===== src/rtl/fprb_pkg.sv =====
// Package with the frame phase type, codes and checksum helper for the framed packet receiver.
`timescale 1ns / 1ps

package fprb_pkg;

   typedef enum logic [2:0] {
      PH_IDLE = 3'd0,
      PH_LEN  = 3'd1,
      PH_BODY = 3'd2,
      PH_TAIL = 3'd3,
      PH_SUM  = 3'd4
   } phase_type;

   typedef enum logic [1:0] {
      STATUS_GOOD     = 2'd0,
      STATUS_BAD_SUM  = 2'd1,
      STATUS_BAD_TAIL = 2'd2
   } status_type;

   localparam logic KIND_BODY    = 1'b0;
   localparam logic KIND_VERDICT = 1'b1;

   localparam int unsigned CsrIndexWidth = 8;
   localparam logic [CsrIndexWidth-1:0] CSR_START_BYTE = 8'd0;
   localparam logic [CsrIndexWidth-1:0] CSR_END_BYTE   = 8'd1;

   localparam logic [7:0] START_BYTE_RESET = 8'd204;
   localparam logic [7:0] END_BYTE_RESET   = 8'd185;

   // BSD checksum step: rotate right by one, then add the new byte mod 256.
   function automatic logic [7:0] fold_sum(input logic [7:0] sum, input logic [7:0] b);
      logic [7:0] rot;
      rot = {sum[0], sum[7:1]};
      return rot + b;
   endfunction

endpackage


===== src/rtl/framed_packet_receiver_bsd_checksum.sv =====
// Framed packet receiver that passes body bytes on and checks an 8-bit BSD checksum.
`timescale 1ns / 1ps

// Takes one received byte per transfer and can accept a byte in every clock cycle.
// A frame is the start byte, a length byte, the body (at least one byte even when the
// length is 0), the end byte and a checksum byte. Each body byte comes out with its
// index; the checksum byte, or a wrong end byte, yields a verdict with last set. A result
// appears in the cycle after its input transfer and sits in a single output register; a
// new byte is taken whenever that register is empty or is being read in the same cycle,
// so the rate is one byte per cycle while the consumer keeps up. The user writes the start
// and end byte values via the csr port only while idle; the block does not enforce it.
module framed_packet_receiver_bsd_checksum
   import fprb_pkg::*;
(
   input  logic                     clock,
   input  logic                     reset,
   input  logic                     req_valid,
   output logic                     req_ready,
   input  logic [7:0]               req_rx_byte,
   output logic                     rsp_valid,
   input  logic                     rsp_ready,
   output logic                     rsp_kind,
   output logic [7:0]               rsp_byte_value,
   output logic [7:0]               rsp_byte_index,
   output logic [1:0]               rsp_frame_status,
   output logic                     rsp_last,
   input  logic                     csr_write_en,
   input  logic [CsrIndexWidth-1:0] csr_index,
   input  logic [7:0]               csr_wdata
);

   logic [7:0] start_byte_ff;
   logic [7:0] end_byte_ff;

   phase_type  phase_ff, phase_in;
   logic [7:0] frame_length_ff, frame_length_in;
   logic [7:0] body_count_ff, body_count_in;
   logic [7:0] running_sum_ff, running_sum_in;

   logic       rsp_valid_ff, rsp_valid_in;
   logic       rsp_kind_ff, rsp_kind_in;
   logic [7:0] rsp_byte_value_ff, rsp_byte_value_in;
   logic [7:0] rsp_byte_index_ff, rsp_byte_index_in;
   logic [1:0] rsp_frame_status_ff, rsp_frame_status_in;
   logic       rsp_last_ff, rsp_last_in;

   logic       accept;
   logic       emit;
   logic [7:0] count_inc;

   assign req_ready = !rsp_valid_ff || rsp_ready;
   assign accept    = req_valid && req_ready;
   assign count_inc = body_count_ff + 8'd1;

   // Next state of the frame parser.
   always_comb begin
      phase_in        = phase_ff;
      frame_length_in = frame_length_ff;
      body_count_in   = body_count_ff;
      running_sum_in  = running_sum_ff;
      if (accept) begin
         case (phase_ff)
            PH_IDLE: begin
               if (req_rx_byte == start_byte_ff) begin
                  phase_in       = PH_LEN;
                  body_count_in  = 8'd0;
                  running_sum_in = 8'd0;
               end
            end
            PH_LEN: begin
               frame_length_in = req_rx_byte;
               phase_in        = PH_BODY;
            end
            PH_BODY: begin
               running_sum_in = fold_sum(running_sum_ff, req_rx_byte);
               body_count_in  = count_inc;
               // A zero length still ends after one body byte, since the count is 1 then.
               if (count_inc >= frame_length_ff) begin
                  phase_in = PH_TAIL;
               end
            end
            PH_TAIL: begin
               phase_in = (req_rx_byte == end_byte_ff) ? PH_SUM : PH_IDLE;
            end
            PH_SUM: begin
               phase_in = PH_IDLE;
            end
            default: begin
               phase_in = PH_IDLE;
            end
         endcase
      end
   end

   // Result produced by the accepted byte.
   always_comb begin
      emit                = 1'b0;
      rsp_kind_in         = KIND_BODY;
      rsp_byte_value_in   = 8'd0;
      rsp_byte_index_in   = 8'd0;
      rsp_frame_status_in = STATUS_GOOD;
      rsp_last_in         = 1'b0;
      case (phase_ff)
         PH_BODY: begin
            emit              = 1'b1;
            rsp_byte_value_in = req_rx_byte;
            rsp_byte_index_in = body_count_ff;
         end
         PH_TAIL: begin
            if (req_rx_byte != end_byte_ff) begin
               emit                = 1'b1;
               rsp_kind_in         = KIND_VERDICT;
               rsp_frame_status_in = STATUS_BAD_TAIL;
               rsp_last_in         = 1'b1;
            end
         end
         PH_SUM: begin
            emit                = 1'b1;
            rsp_kind_in         = KIND_VERDICT;
            rsp_frame_status_in = (req_rx_byte == running_sum_ff) ? STATUS_GOOD
                                                                  : STATUS_BAD_SUM;
            rsp_last_in         = 1'b1;
         end
         default: begin
            emit = 1'b0;
         end
      endcase
   end

   always_comb begin
      if (accept) begin
         rsp_valid_in = emit;
      end else if (rsp_ready) begin
         rsp_valid_in = 1'b0;
      end else begin
         rsp_valid_in = rsp_valid_ff;
      end
   end

   always_ff @(posedge clock) begin
      if (reset) begin
         start_byte_ff   <= START_BYTE_RESET;
         end_byte_ff     <= END_BYTE_RESET;
         phase_ff        <= PH_IDLE;
         frame_length_ff <= 8'd0;
         body_count_ff   <= 8'd0;
         running_sum_ff  <= 8'd0;
         rsp_valid_ff    <= 1'b0;
      end else begin
         if (csr_write_en && csr_index == CSR_START_BYTE) begin
            start_byte_ff <= csr_wdata;
         end
         if (csr_write_en && csr_index == CSR_END_BYTE) begin
            end_byte_ff <= csr_wdata;
         end
         phase_ff        <= phase_in;
         frame_length_ff <= frame_length_in;
         body_count_ff   <= body_count_in;
         running_sum_ff  <= running_sum_in;
         rsp_valid_ff    <= rsp_valid_in;
      end
   end

   always_ff @(posedge clock) begin
      if (accept && emit) begin
         rsp_kind_ff         <= rsp_kind_in;
         rsp_byte_value_ff   <= rsp_byte_value_in;
         rsp_byte_index_ff   <= rsp_byte_index_in;
         rsp_frame_status_ff <= rsp_frame_status_in;
         rsp_last_ff         <= rsp_last_in;
      end
   end

   assign rsp_valid        = rsp_valid_ff;
   assign rsp_kind         = rsp_kind_ff;
   assign rsp_byte_value   = rsp_byte_value_ff;
   assign rsp_byte_index   = rsp_byte_index_ff;
   assign rsp_frame_status = rsp_frame_status_ff;
   assign rsp_last         = rsp_last_ff;

`ifndef SYNTHESIS
   // A checksum byte always closes the frame with a verdict and returns to idle.
   assert property (@(posedge clock) disable iff (reset)
      accept && phase_ff == PH_SUM |=>
         rsp_valid_ff && rsp_last_ff && rsp_kind_ff == KIND_VERDICT && phase_ff == PH_IDLE)
      else $error("checksum byte did not produce a closing verdict");

   // Every body byte is passed on as a body result.
   assert property (@(posedge clock) disable iff (reset)
      accept && phase_ff == PH_BODY |=> rsp_valid_ff && rsp_kind_ff == KIND_BODY
         && !rsp_last_ff && rsp_byte_value_ff == $past(req_rx_byte))
      else $error("body byte was not passed on");

   // A byte other than the start byte keeps an idle parser idle and produces nothing.
   assert property (@(posedge clock) disable iff (reset)
      accept && phase_ff == PH_IDLE && req_rx_byte != start_byte_ff |=>
         phase_ff == PH_IDLE && !rsp_valid_ff)
      else $error("idle parser reacted to a non-start byte");

   // The body count never runs past the frame length while in the body.
   assert property (@(posedge clock) disable iff (reset)
      phase_ff == PH_BODY && frame_length_ff != 8'd0 |-> body_count_ff < frame_length_ff)
      else $error("body count overran the frame length");
`endif

endmodule


===== config.mk =====
export PLATFORM = sky130hd
export DESIGN_NAME = framed_packet_receiver_bsd_checksum
export DESIGN_NICKNAME = d
export VERILOG_FILES = /design/src/rtl/fprb_pkg.sv /design/src/rtl/framed_packet_receiver_bsd_checksum.sv
export SDC_FILE = /design/constraint.sdc
export NUM_CORES = 1
export LEC_CHECK = 0
export BUFFER_PORTS_ARGS = -buffer_cell sky130_fd_sc_hd__buf_2
export CAP_MARGIN = 20
export CORE_MARGIN = 5
export CORE_UTILIZATION = 45
export DETAILED_ROUTE_END_ITERATION = 8
export HOLD_SLACK_MARGIN = 0.06
export PLACE_DENSITY = 0.66
export SLEW_MARGIN = 10
export SYNTH_ARGS = -nofsm -noshare
export SYNTH_HDL_FRONTEND = slang
export SYNTH_SLANG_ARGS = --single-unit
export TNS_END_PERCENT = 30

===== constraint.sdc =====
create_clock -name clock -period 5.2 [get_ports clock]
set_input_delay 0.52 -clock clock [delete_from_list [all_inputs] [get_ports clock]]
set_output_delay 0.52 -clock clock [all_outputs]
set_load 0.03 [all_outputs]

[Word level (Yosys, flattened, before mapping)]
Cells that the tools add are included.
Operators by class
  reduce and logical (&&, ||, !) cells: 14
  $add $sub $neg: 2
  equal/unequal tests: 11
  $lt $le $gt $ge: 1
  mux-type cells: 15
Operator list (number)
  case mux 8 bit (2 select lines): 2
  == test 8 bit: 3
  case mux 3 bit (4 select lines): 1
  two-way mux 3 bit: 3
  adder 8 x 1 -> 8 bit, second input constant: 1
  adder 8 bit: 1
  == test 8 x 1 -> 1 bit, second input constant: 1
  >= comparator 8 bit: 1
  logical NOT 8 bit: 1
  two-way mux 8 bit: 1
  != test 8 bit: 1
  == test 3 x 2 -> 1 bit, second input constant: 2
  AND reduction 3 bit: 2
  logical AND 1 bit: 4
  two-way mux 1 bit: 4
  != test 2 bit, second input constant: 2
  case mux 1 bit (2 select lines): 2
  case mux 2 bit (2 select lines): 1
  nonzero test 2 bit: 2
  == test 3 x 1 -> 1 bit, second input constant: 1
  == test 3 bit, second input constant: 1
  logical NOT 3 bit: 1
  two-way mux 2 bit: 1
  AND reduction 2 bit: 1
  other kinds (3): 3
Storage, ports and cells
  bits of input ports: 29
  flip-flop bits (word level): 63
  logic and storage cells: 54

[Depth between registers and ports, before layout]
Gate-level depths: netlist (run 1).
  word-level depth: 4
  gate-level depth with buffers: 10
  mapped depth without buffers: 10

[Worst setup path before layout (run 1)]
No wires, ideal clock.
  kind: register to register
  from: register body_count_ff[0]
  to: register phase_ff[2]
  required time: 5.079 ns
  stages on the path, launching flop included: 11
  data arrival time: 2.209 ns
  setup slack: 2.870 ns
  cell sequence: dfxtp_1 -> ha_1 -> and3_1 -> nand3_1 -> xnor2_1 -> ha_1 -> a21o_1 -> a211oi_1 -> o31a_1 -> nor2_1 -> mux2_2
On the way
  word-level cells in the longest chain between the ends: 4
Ends and longest elaborated chain
  start, declared: RTL line framed_packet_receiver_bsd_checksum.sv:37  | logic [7:0] body_count_ff, body_count_in;
  start signal, assigned: RTL line framed_packet_receiver_bsd_checksum.sv:158  | body_count_ff <= body_count_in;
  adder 8 x 1 -> 8 bit: RTL line framed_packet_receiver_bsd_checksum.sv:53  | assign count_inc = body_count_ff + 8'd1;
  >= comparator 8 bit: RTL line framed_packet_receiver_bsd_checksum.sv:78  | if (count_inc >= frame_length_ff) begin
  != test 2 bit (no line)
  AND reduction 3 bit (no line)
  end signal, assigned: RTL line framed_packet_receiver_bsd_checksum.sv:156  | phase_ff <= phase_in;
  end, declared: RTL line framed_packet_receiver_bsd_checksum.sv:35  | phase_type phase_ff, phase_in;
No other way between the ends.
A chain may end at the register's enable or synchronous reset.

[Final worst setup path (run 1)]
Ends and elaborated chain as after synthesis.

==> impl_metrics.prom, run 1 <==
# TYPE chip_impl_metric gauge
chip_impl_metric{name="core_area",unit="um2"} 7214
chip_impl_metric{name="overflow",unit=""} 0
chip_impl_metric{name="route.detailed.vias_per_inst",unit=""} 5.143
chip_impl_metric{name="cts_max_path_buffers",unit=""} 2
chip_impl_info{name="critical_path.slowest_cell",value="sky130_fd_sc_hd__dfxtp_1"} 1
chip_impl_metric{name="start_util",unit="%"} 45.94
chip_impl_info{name="synthTopCellsByArea",value="sky130_fd_sc_hd__dfxtp_1 27%, sky130_fd_sc_hd__edfxtp_1 17%, sky130_fd_sc_hd__xor2_1 7.9%"} 1
chip_impl_metric{name="drc",unit=""} 0
chip_impl_info{name="cp_top_family",value="compound AO/OA/AOI/OAI gates"} 1
chip_impl_metric{name="fin_tns_setup",unit="ns"} 0
chip_impl_metric{name="chipWidth",unit="um"} 95.82
chip_impl_metric{name="final-setup-viol-count",unit=""} 0
chip_impl_metric{name="timing.critical_path.arrival",unit="ns"} 2.80
chip_impl_metric{name="die_h",unit="um"} 95.82
chip_impl_metric{name="synth_area_per_inst",unit="um2"} 10.04
chip_impl_metric{name="cellLeakagePower",unit="nW"} 1.575
chip_impl_metric{name="synth_seq_cells",unit=""} 63
chip_impl_info{name="critPathLaunchType",value="flip-flop"} 1
chip_impl_metric{name="post-synth-top-area-fraction",unit="%"} 26.58
chip_impl_metric{name="power.net_switching",unit="uW"} 217.0
chip_impl_metric{name="clkLatencyLatePin",unit="ns"} 0.34
chip_impl_info{name="clock_tree_from_tritoncts",value="done"} 1
chip_impl_metric{name="top_level_ports",unit=""} 51
chip_impl_metric{name="drv.max_cap_violation_count",unit=""} 0
chip_impl_metric{name="synthArstFlopShare",unit="%"} 0
chip_impl_metric{name="antenna_cells",unit=""} 0
chip_impl_metric{name="violation_count_after_the_first_detailed_route_iteration",unit=""} 166
chip_impl_metric{name="max_freq",unit="GHz"} 0.3886
chip_impl_metric{name="synthXorXnorAreaFrac",unit="%"} 9.249
chip_impl_info{name="worst_hold_path_type",value="in2reg"} 1
chip_impl_metric{name="power.combinational.fraction",unit="%"} 5.3
chip_impl_metric{name="place_hpwl",unit="mm"} 5.176
chip_impl_metric{name="mappedNetlistArea",unit="um2"} 3314
chip_impl_metric{name="clock_tree.htree_level_count",unit=""} 3
chip_impl_metric{name="vias",unit=""} 2479
chip_impl_info{name="critPathKind",value="reg2reg"} 1
chip_impl_metric{name="power-per-cell-area",unit="nW/um2"} 251.5
chip_impl_metric{name="fin_hold_ws",unit="ns"} 0.3945
chip_impl_metric{name="detailedRoute.firstPassIterationCount",unit=""} 4
chip_impl_metric{name="synthSimpleGateAreaFrac",unit="%"} 18.27
chip_impl_metric{name="post-cts-setup-buffer-count",unit=""} 0
chip_impl_metric{name="last_weighted_congestion_value_of_the_routability_driven_placer",unit=""} 0.8669
chip_impl_metric{name="timing.max_slew.rel_slack",unit="%"} 39.43
chip_impl_metric{name="clock_sink_count",unit=""} 63
chip_impl_info{name="worstPathCellList",value="ha_1, and3_1, nand3_1, xnor2_1, ha_1, a21o_1, a211oi_1, o31a_1, nor2_1, mux2_2"} 1
chip_impl_metric{name="drive_gt1_share",unit="%"} 20.37
chip_impl_metric{name="postLayoutCoreUtil",unit="%"} 52.71
chip_impl_metric{name="post_cts_hold_buffer_count",unit=""} 0
chip_impl_metric{name="worstPathRequired",unit="ns"} 5.43
chip_impl_info{name="synth_ff_type",value="sky130_fd_sc_hd__dfxtp_1"} 1
chip_impl_metric{name="area.growth.synth_to_final",unit="%"} 14.72
chip_impl_metric{name="place_area",unit="um2"} 3622
chip_impl_metric{name="floorplan.die_area",unit="um2"} 9181
chip_impl_metric{name="grt_pass1_wl",unit="mm"} 11.36
chip_impl_info{name="run_status",value="complete, no violations"} 1
chip_impl_metric{name="final_period_minus_worst_setup_slack",unit="ns"} 2.574
chip_impl_metric{name="synth_compound_area_share",unit="%"} 13.63
chip_impl_metric{name="fin_worst_skew",unit="ns"} 0.006483
chip_impl_metric{name="critPathMaxFanout",unit=""} 7
chip_impl_metric{name="cts_repair_resize_count",unit=""} 0
chip_impl_info{name="yosysMostFrequentCell",value="sky130_fd_sc_hd__dfxtp_1"} 1
chip_impl_metric{name="largest_net_degree_at_the_start_of_global_routing",unit=""} 49
chip_impl_metric{name="fin_area",unit="um2"} 3802
chip_impl_metric{name="finalNetCount",unit=""} 424
chip_impl_info{name="critPathMostFrequentCell",value="sky130_fd_sc_hd__ha_1"} 1
chip_impl_metric{name="switching_share",unit="%"} 22.69
chip_impl_info{name="ys_top_cells_by_count",value="44 x sky130_fd_sc_hd__dfxtp_1, 30 x sky130_fd_sc_hd__xor2_1, 29 x sky130_fd_sc_hd__nor2_1, 19 x sky130_fd_sc_hd__edfxtp_1"} 1
chip_impl_metric{name="placement_rows",unit=""} 31
chip_impl_metric{name="synth_fa_ha_area_share",unit="%"} 6.644
chip_impl_metric{name="cts_buffers",unit=""} 9
chip_impl_metric{name="syn-num-nets",unit=""} 376
chip_impl_info{name="synth_top_cell_by_area",value="sky130_fd_sc_hd__dfxtp_1"} 1
chip_impl_metric{name="timing_hold_violations_final",unit=""} 0
chip_impl_metric{name="global_route.usage.total",unit="%"} 16.43
chip_impl_metric{name="synth.mux.area_fraction",unit="%"} 5.172
chip_impl_info{name="cp-end-kind",value="flip-flop"} 1
chip_impl_info{name="rsz0062_at_grt",value="no"} 1
chip_impl_info{name="clk_root_buffer_cell",value="sky130_fd_sc_hd__clkbuf_8"} 1
chip_impl_metric{name="yosys.cell_types.count",unit=""} 52
chip_impl_metric{name="share_clk_of_total_power",unit="%"} 42.0
chip_impl_info{name="combinational_family_with_the_most_area_after_synthesis",value="simple AND/OR/NAND/NOR gates"} 1
chip_impl_metric{name="netlist_instances",unit=""} 330
chip_impl_metric{name="synth-seq-area-share",unit="%"} 43.79
chip_impl_metric{name="synth_edf_count",unit=""} 19
chip_impl_metric{name="critical_path.max_stage_delay",unit="ns"} 0.44
chip_impl_metric{name="worst_setup_hold_path_clk_slew",unit="ns"} 0.07
chip_impl_metric{name="synth_warnings",unit=""} 0
chip_impl_metric{name="postRouteWirelength",unit="mm"} 6.981
chip_impl_metric{name="critical_path_buf_inv_count",unit=""} 0
chip_impl_metric{name="wire_per_inst",unit="um"} 14.48
chip_impl_metric{name="drt.antenna.violating_nets",unit=""} 0
chip_impl_metric{name="p_int",unit="uW"} 739.4
chip_impl_metric{name="ir_drop",unit="uV"} 134.7
chip_impl_metric{name="place.port_buffers",unit=""} 50
chip_impl_metric{name="worst-slew-pin-transition",unit="ns"} 0.9053
chip_impl_metric{name="grt_pass1_vias",unit=""} 2293
chip_impl_metric{name="seqPwrFrac",unit="%"} 52.7
chip_impl_metric{name="layout_worst_path_cycle_share",unit="%"} 49.49
chip_impl_metric{name="grt_antenna_before_repair",unit=""} 0
chip_impl_metric{name="final_max_slew_viol_count",unit=""} 0
==> flip-flops by register name, indices dropped and copies added, names as in the netlist, 2 cells and up <==
signal,count
body_count_ff,8
end_byte_ff,8
frame_length_ff,8
rsp_byte_index,8
rsp_byte_value,8
running_sum_ff,8
start_byte_ff,8
phase_ff,3
rsp_frame_status,2
==> through the flow <==
stage | std cells | power, mW | setup slack, ns
6_report | 482 | 0.9564 | 2.626
5_1_grt | 482 | 0.9974 | 2.422
4_1_cts | 482 | 0.9645 | 2.648
3_5_place_dp | 466 | 0.5660 | 2.676
3_3_place_gp | 466 | 0.5651 | 2.746
2_1_floorplan | 330 | 0.5401 | 2.870
==> power groups by stage <==
| stage | Clock [mW] | Sequential [mW] | Combinational [mW] |
|---|---|---|---|
| final | 0.402 | 0.504 | 0.0507 |
| after global routing | 0.438 | 0.503 | 0.0561 |
| after CTS | 0.409 | 0.504 | 0.0513 |
| after detailed placement | 0 | 0.515 | 0.0512 |
| after global placement | 0 | 0.515 | 0.0503 |
| after floorplan | 0 | 0.515 | 0.0252 |
==> per-layer routing <==
layer  share of wire (%)  track usage, %  up-vias
li1                    -               -     1287
met1                  48           21.51     1110
met2                  44           25.59       72
met3                 6.0           3.753       10
met4                 2.0           7.820        0
met5                   0               0        -
==> logic make-up (layout without fill, tap and decap cells) <==
logic type	count (synthesis)	count (layout)
buffers and inverters	23	76
DFF	63	63
adders and majority gates	17	17
AOI/OAI and AO/OA	67	67
muxes	17	17
xor gates and xnor gates	35	35
and+or+nand+nor	108	108
==> layout by cell type, fill, tap and decap left out, drive strengths merged, types with 2 or more instances in the layout <==
master / Yosys / routed
nor3: 4 / 4
o32ai: 3 / 3
a31oi: 5 / 5
or3: 5 / 5
nor2b: 4 / 4
and2: 15 / 15
buf: 6 / 51
a211oi: 4 / 4
a21oi: 16 / 16
a211o: 11 / 11
or4: 2 / 2
nand3: 7 / 7
dfxtp: 44 / 44
nor4: 7 / 7
and3: 7 / 7
clkinv: 0 / 4
a21o: 3 / 3
o21ai: 14 / 14
o211ai: 2 / 2
inv: 9 / 9
o21bai: 3 / 3
nand2: 15 / 15
mux2i: 16 / 16
nand2b: 7 / 7
edfxtp: 19 / 19
clkbuf: 8 / 11
xnor2: 5 / 5
xor2: 30 / 30
ha: 16 / 16
nor2: 30 / 30
or3b: 2 / 2
a311oi: 3 / 3
==> path summary, 6_finish.rpt <==
| path | end | startpoint | slack, ns | cells after the start |
|---|---|---|---|---|
| max | phase_ff[2] | body_count_ff[0] | 2.63 | 10 |
| min reg2reg | end_byte_ff[0] | end_byte_ff[0] | 0.49 | 1 |
| min | start_byte_ff[2] | csr_wdata[2] | 0.39 | 2 |
| max reg2reg | phase_ff[2] | body_count_ff[0] | 2.63 | 10 |
==> cell type report <==
type | count | area [um2]
fill | 663 | 3412
multi-input combinational | 244 | 1755
sequential | 63 | 1451
timing repair buffer | 51 | 257.7
clock buffer | 11 | 131.4
tap | 99 | 123.9
clock inverter | 5 | 48.80
inverter | 9 | 33.78
(Power assumes the default switching activity.)
==> run 2, diff against run 1 <==
==> constraint.sdc (replaced) <==
create_clock -name clock -period 2.4 [get_ports clock]
set_input_delay 0.24 -clock clock [delete_from_list [all_inputs] [get_ports clock]]
set_output_delay 0.24 -clock clock [all_outputs]
set_load 0.03 [all_outputs]
==> run 2 against run 1 <==
Net effect: fmax grew 13%; die area is the same; clock skew rose by 0.0030 ns; hold slack worse by 0.28 ns; first-iteration DRC count is 49% lower; worst setup slack got worse by 2.5 ns; wire length grew 1.0%; combinational power rose by 120%; final area increased by 3.5%; register-to-register slack got worse by 2.5 ns; critical path depth unchanged; critical path type unchanged; largest cell class unchanged.
==> impl_metrics.prom, run 2 (same netlist as run 1, synthesis figures left out) <==
# TYPE chip_impl_metric gauge
chip_impl_metric{name="overflow",unit=""} 0
chip_impl_info{name="critical_path.reg2reg.endpoint",value="phase_ff[2]"} 1
chip_impl_metric{name="fin_worst_skew",unit="ns"} 0.009491
chip_impl_info{name="hold_end",value="start_byte_ff[3]"} 1
chip_impl_info{name="critPathKind",value="reg2reg"} 1
chip_impl_metric{name="critical_path_buf_inv_count",unit=""} 0
chip_impl_metric{name="finalNetCount",unit=""} 436
chip_impl_metric{name="last_weighted_congestion_value_of_the_routability_driven_placer",unit=""} 0.8604
chip_impl_metric{name="drv.max_cap_violation_count",unit=""} 0
chip_impl_metric{name="violation_count_after_the_first_detailed_route_iteration",unit=""} 85
chip_impl_metric{name="critPathMaxFanout",unit=""} 3
chip_impl_metric{name="gr-usage-met1",unit="%"} 22.46
chip_impl_metric{name="multi_input_comb_area",unit="um2"} 1804
chip_impl_metric{name="final-setup-viol-count",unit=""} 0
chip_impl_metric{name="largest_net_degree_at_the_start_of_global_routing",unit=""} 22
chip_impl_metric{name="worstHoldPathCells",unit=""} 2
chip_impl_metric{name="top_level_ports",unit=""} 51
chip_impl_metric{name="antenna_cells",unit=""} 0
chip_impl_metric{name="worst_r2r_path_depth",unit=""} 10
chip_impl_metric{name="clock_sink_count",unit=""} 63
chip_impl_metric{name="seqPwrFrac",unit="%"} 54.6
chip_impl_metric{name="finish.cell_count_without_fillers",unit=""} 494
chip_impl_metric{name="dp.cells",unit=""} 477
chip_impl_metric{name="final_period_minus_worst_setup_slack",unit="ns"} 2.282
chip_impl_metric{name="p_int",unit="mW"} 1.531
chip_impl_metric{name="cts_max_path_buffers",unit=""} 2
chip_impl_metric{name="die_h",unit="um"} 95.82
chip_impl_metric{name="clock_tree.htree_level_count",unit=""} 3
chip_impl_metric{name="worstPathRequired",unit="ns"} 2.62
chip_impl_metric{name="timing.critical_path.arrival",unit="ns"} 2.51
chip_impl_metric{name="regToRegSetupSlack",unit="ns"} 0.12
chip_impl_metric{name="detailedRoute.firstPassIterationCount",unit=""} 5
chip_impl_metric{name="postRouteWirelength",unit="mm"} 7.053
chip_impl_metric{name="cellLeakagePower",unit="nW"} 1.638
chip_impl_info{name="run_status",value="complete, no violations"} 1
chip_impl_info{name="cp_top_family",value="compound AO/OA/AOI/OAI gates"} 1
chip_impl_metric{name="drt.antenna.violating_nets",unit=""} 0
chip_impl_info{name="critPathLaunchType",value="flip-flop"} 1
chip_impl_metric{name="setup_slack",unit="ns"} 0.1175
chip_impl_metric{name="drc",unit=""} 0
chip_impl_metric{name="core_area",unit="um2"} 7214
chip_impl_info{name="worst_hold_path_startpoint",value="csr_wdata[3]"} 1
chip_impl_metric{name="regArea",unit="um2"} 1456
chip_impl_metric{name="cts_buffers",unit=""} 9
chip_impl_info{name="clk_root_buffer_cell",value="sky130_fd_sc_hd__clkbuf_8"} 1
chip_impl_info{name="critical_path.slowest_cell",value="sky130_fd_sc_hd__dfxtp_2"} 1
chip_impl_metric{name="wire_per_inst",unit="um"} 14.28
chip_impl_metric{name="critical_path.max_stage_delay",unit="ns"} 0.35
chip_impl_metric{name="power-per-cell-area",unit="nW/um2"} 508.6
chip_impl_metric{name="grt_pass1_vias",unit=""} 2471
chip_impl_metric{name="area.growth.synth_to_final",unit="%"} 18.69
chip_impl_metric{name="place_hpwl",unit="mm"} 5.271
chip_impl_metric{name="global_route.usage.total",unit="%"} 16.85
chip_impl_metric{name="power.net_switching",unit="uW"} 469.6
chip_impl_metric{name="vias",unit=""} 2581
chip_impl_metric{name="power.combinational.fraction",unit="%"} 5.7
chip_impl_metric{name="timing.max_slew.rel_slack",unit="%"} 66.89
chip_impl_metric{name="globalRouteMet2Util",unit="%"} 26.23
chip_impl_metric{name="worst-slew-pin-transition",unit="ns"} 0.4966
chip_impl_info{name="cp-end-kind",value="flip-flop"} 1
chip_impl_metric{name="chipWidth",unit="um"} 95.82
chip_impl_metric{name="share_clk_of_total_power",unit="%"} 39.8
chip_impl_metric{name="ir_drop",unit="uV"} 257.8
chip_impl_info{name="worst_hold_path_type",value="in2reg"} 1
chip_impl_metric{name="worst_setup_hold_path_clk_slew",unit="ns"} 0.06
chip_impl_info{name="clock_tree_from_tritoncts",value="done"} 1
chip_impl_metric{name="grt_pass1_wl",unit="mm"} 11.78
chip_impl_info{name="reg2reg_from",value="body_count_ff[1]"} 1
chip_impl_metric{name="start_util",unit="%"} 45.94
chip_impl_metric{name="final_max_slew_viol_count",unit=""} 0
chip_impl_metric{name="route.detailed.vias_per_inst",unit=""} 5.225
chip_impl_metric{name="layout_worst_path_cycle_share",unit="%"} 95.10
chip_impl_metric{name="fin_hold_ws",unit="ns"} 0.1153
chip_impl_metric{name="drive_gt1_share",unit="%"} 26.33
chip_impl_info{name="grt_most_used_layer",value="met2"} 1
chip_impl_metric{name="dp_worst_setup_slack",unit="ns"} 0.06633
chip_impl_metric{name="fillCellCount",unit=""} 663
chip_impl_metric{name="grt_antenna_before_repair",unit=""} 0
chip_impl_metric{name="timing_hold_violations_final",unit=""} 0
chip_impl_info{name="layout.cells.most_common",value="sky130_fd_sc_hd__buf_2"} 1
chip_impl_metric{name="floorplan.die_area",unit="um2"} 9181
chip_impl_metric{name="max_freq",unit="GHz"} 0.4381
chip_impl_metric{name="clkLatencyLatePin",unit="ns"} 0.34
chip_impl_metric{name="place.port_buffers",unit=""} 50
chip_impl_metric{name="switching_share",unit="%"} 23.47
chip_impl_metric{name="grt.met3_usage",unit="%"} 3.362
chip_impl_info{name="worstPathCellList",value="ha_4, and3_4, nand3_2, xnor2_2, ha_1, a21o_1, a211oi_2, o31a_1, nor2_2, mux2_2"} 1
chip_impl_info{name="most-common-layout-cells",value="50 x sky130_fd_sc_hd__buf_2, 40 x sky130_fd_sc_hd__dfxtp_1, 30 x sky130_fd_sc_hd__xor2_1"} 1
chip_impl_metric{name="placement_rows",unit=""} 31
chip_impl_metric{name="post_cts_hold_buffer_count",unit=""} 0
run 2: cell count changes in the layout (fill, tap and decap cells not counted), moves of 2 or more:
cell                      before  now
sky130_fd_sc_hd__nand3_1       7    5
sky130_fd_sc_hd__dfxtp_2       0    4
sky130_fd_sc_hd__nor2_2        1    3
sky130_fd_sc_hd__buf_4         1   13
sky130_fd_sc_hd__nor2_1       29   27
sky130_fd_sc_hd__nand3_2       0    2
sky130_fd_sc_hd__dfxtp_1      44   40
run 2: worst max-delay path by stage:
stage / start / end / slack [ns] / cells past startpoint
2_1_floorplan: body_count_ff[0] / phase_ff[2] / 0.07 / 10
3_3_place_gp: body_count_ff[0] / phase_ff[2] / 0.12 / 10
3_5_place_dp: body_count_ff[0] / phase_ff[2] / 0.07 / 10
4_1_cts: body_count_ff[0] / phase_ff[2] / 0.02 / 10
5_1_grt: body_count_ff[1] / phase_ff[2] / -0.01 / 10
6_report: body_count_ff[1] / phase_ff[2] / 0.12 / 10
run 2: power groups by stage:
| stage | clock, mW | sequential, mW | combinational, mW |
|---|---|---|---|
| finish | 0.796 | 1.09 | 0.114 |
| floorplan | 0 | 1.12 | 0.0546 |
| global placement | 0 | 1.12 | 0.112 |
| CTS | 0.819 | 1.09 | 0.114 |
| global route | 0.878 | 1.09 | 0.125 |
| detailed placement | 0 | 1.12 | 0.113 |
run 2: layout make-up:
cell class,instances,share of cell area (%)
repair buffers,63,8.842
multi-input cells,244,45.87
well taps,99,3.149
inverters,9,0.8588
clock inverters,4,0.5725
clock buffers,12,3.690
flip-flops and latches,63,37.02
run 2: per-layer routing:
metal | wire length [um] | up-vias
li1 | - | 1309
met1 | 3391 | 1195
met2 | 3127 | 68
met3 | 407 | 9
met4 | 127 | 0
met5 | 0 | -
run 2: per-stage QoR:
| stage | instance area, um2 | util (%) | TNS [ns] | total power, mW |
|---|---|---|---|---|
| floorplan | 3314 | - | 0 | 1.170 |
| global placement | 3705 | 51.35 | 0 | 1.227 |
| detailed placement | 3705 | 51.35 | 0 | 1.229 |
| CTS | 3872 | 53.68 | 0 | 2.024 |
| global route | 3934 | 54.53 | -0.01024 | 2.094 |
| finish | 3934 | 54.53 | 0 | 2.001 |
run 2: timing repair:
action | 4_1_cts | 5_1_grt
setup endpoints to repair | 0 | 3
buffers inserted | 0 | 1
resized for setup | 0 | 14
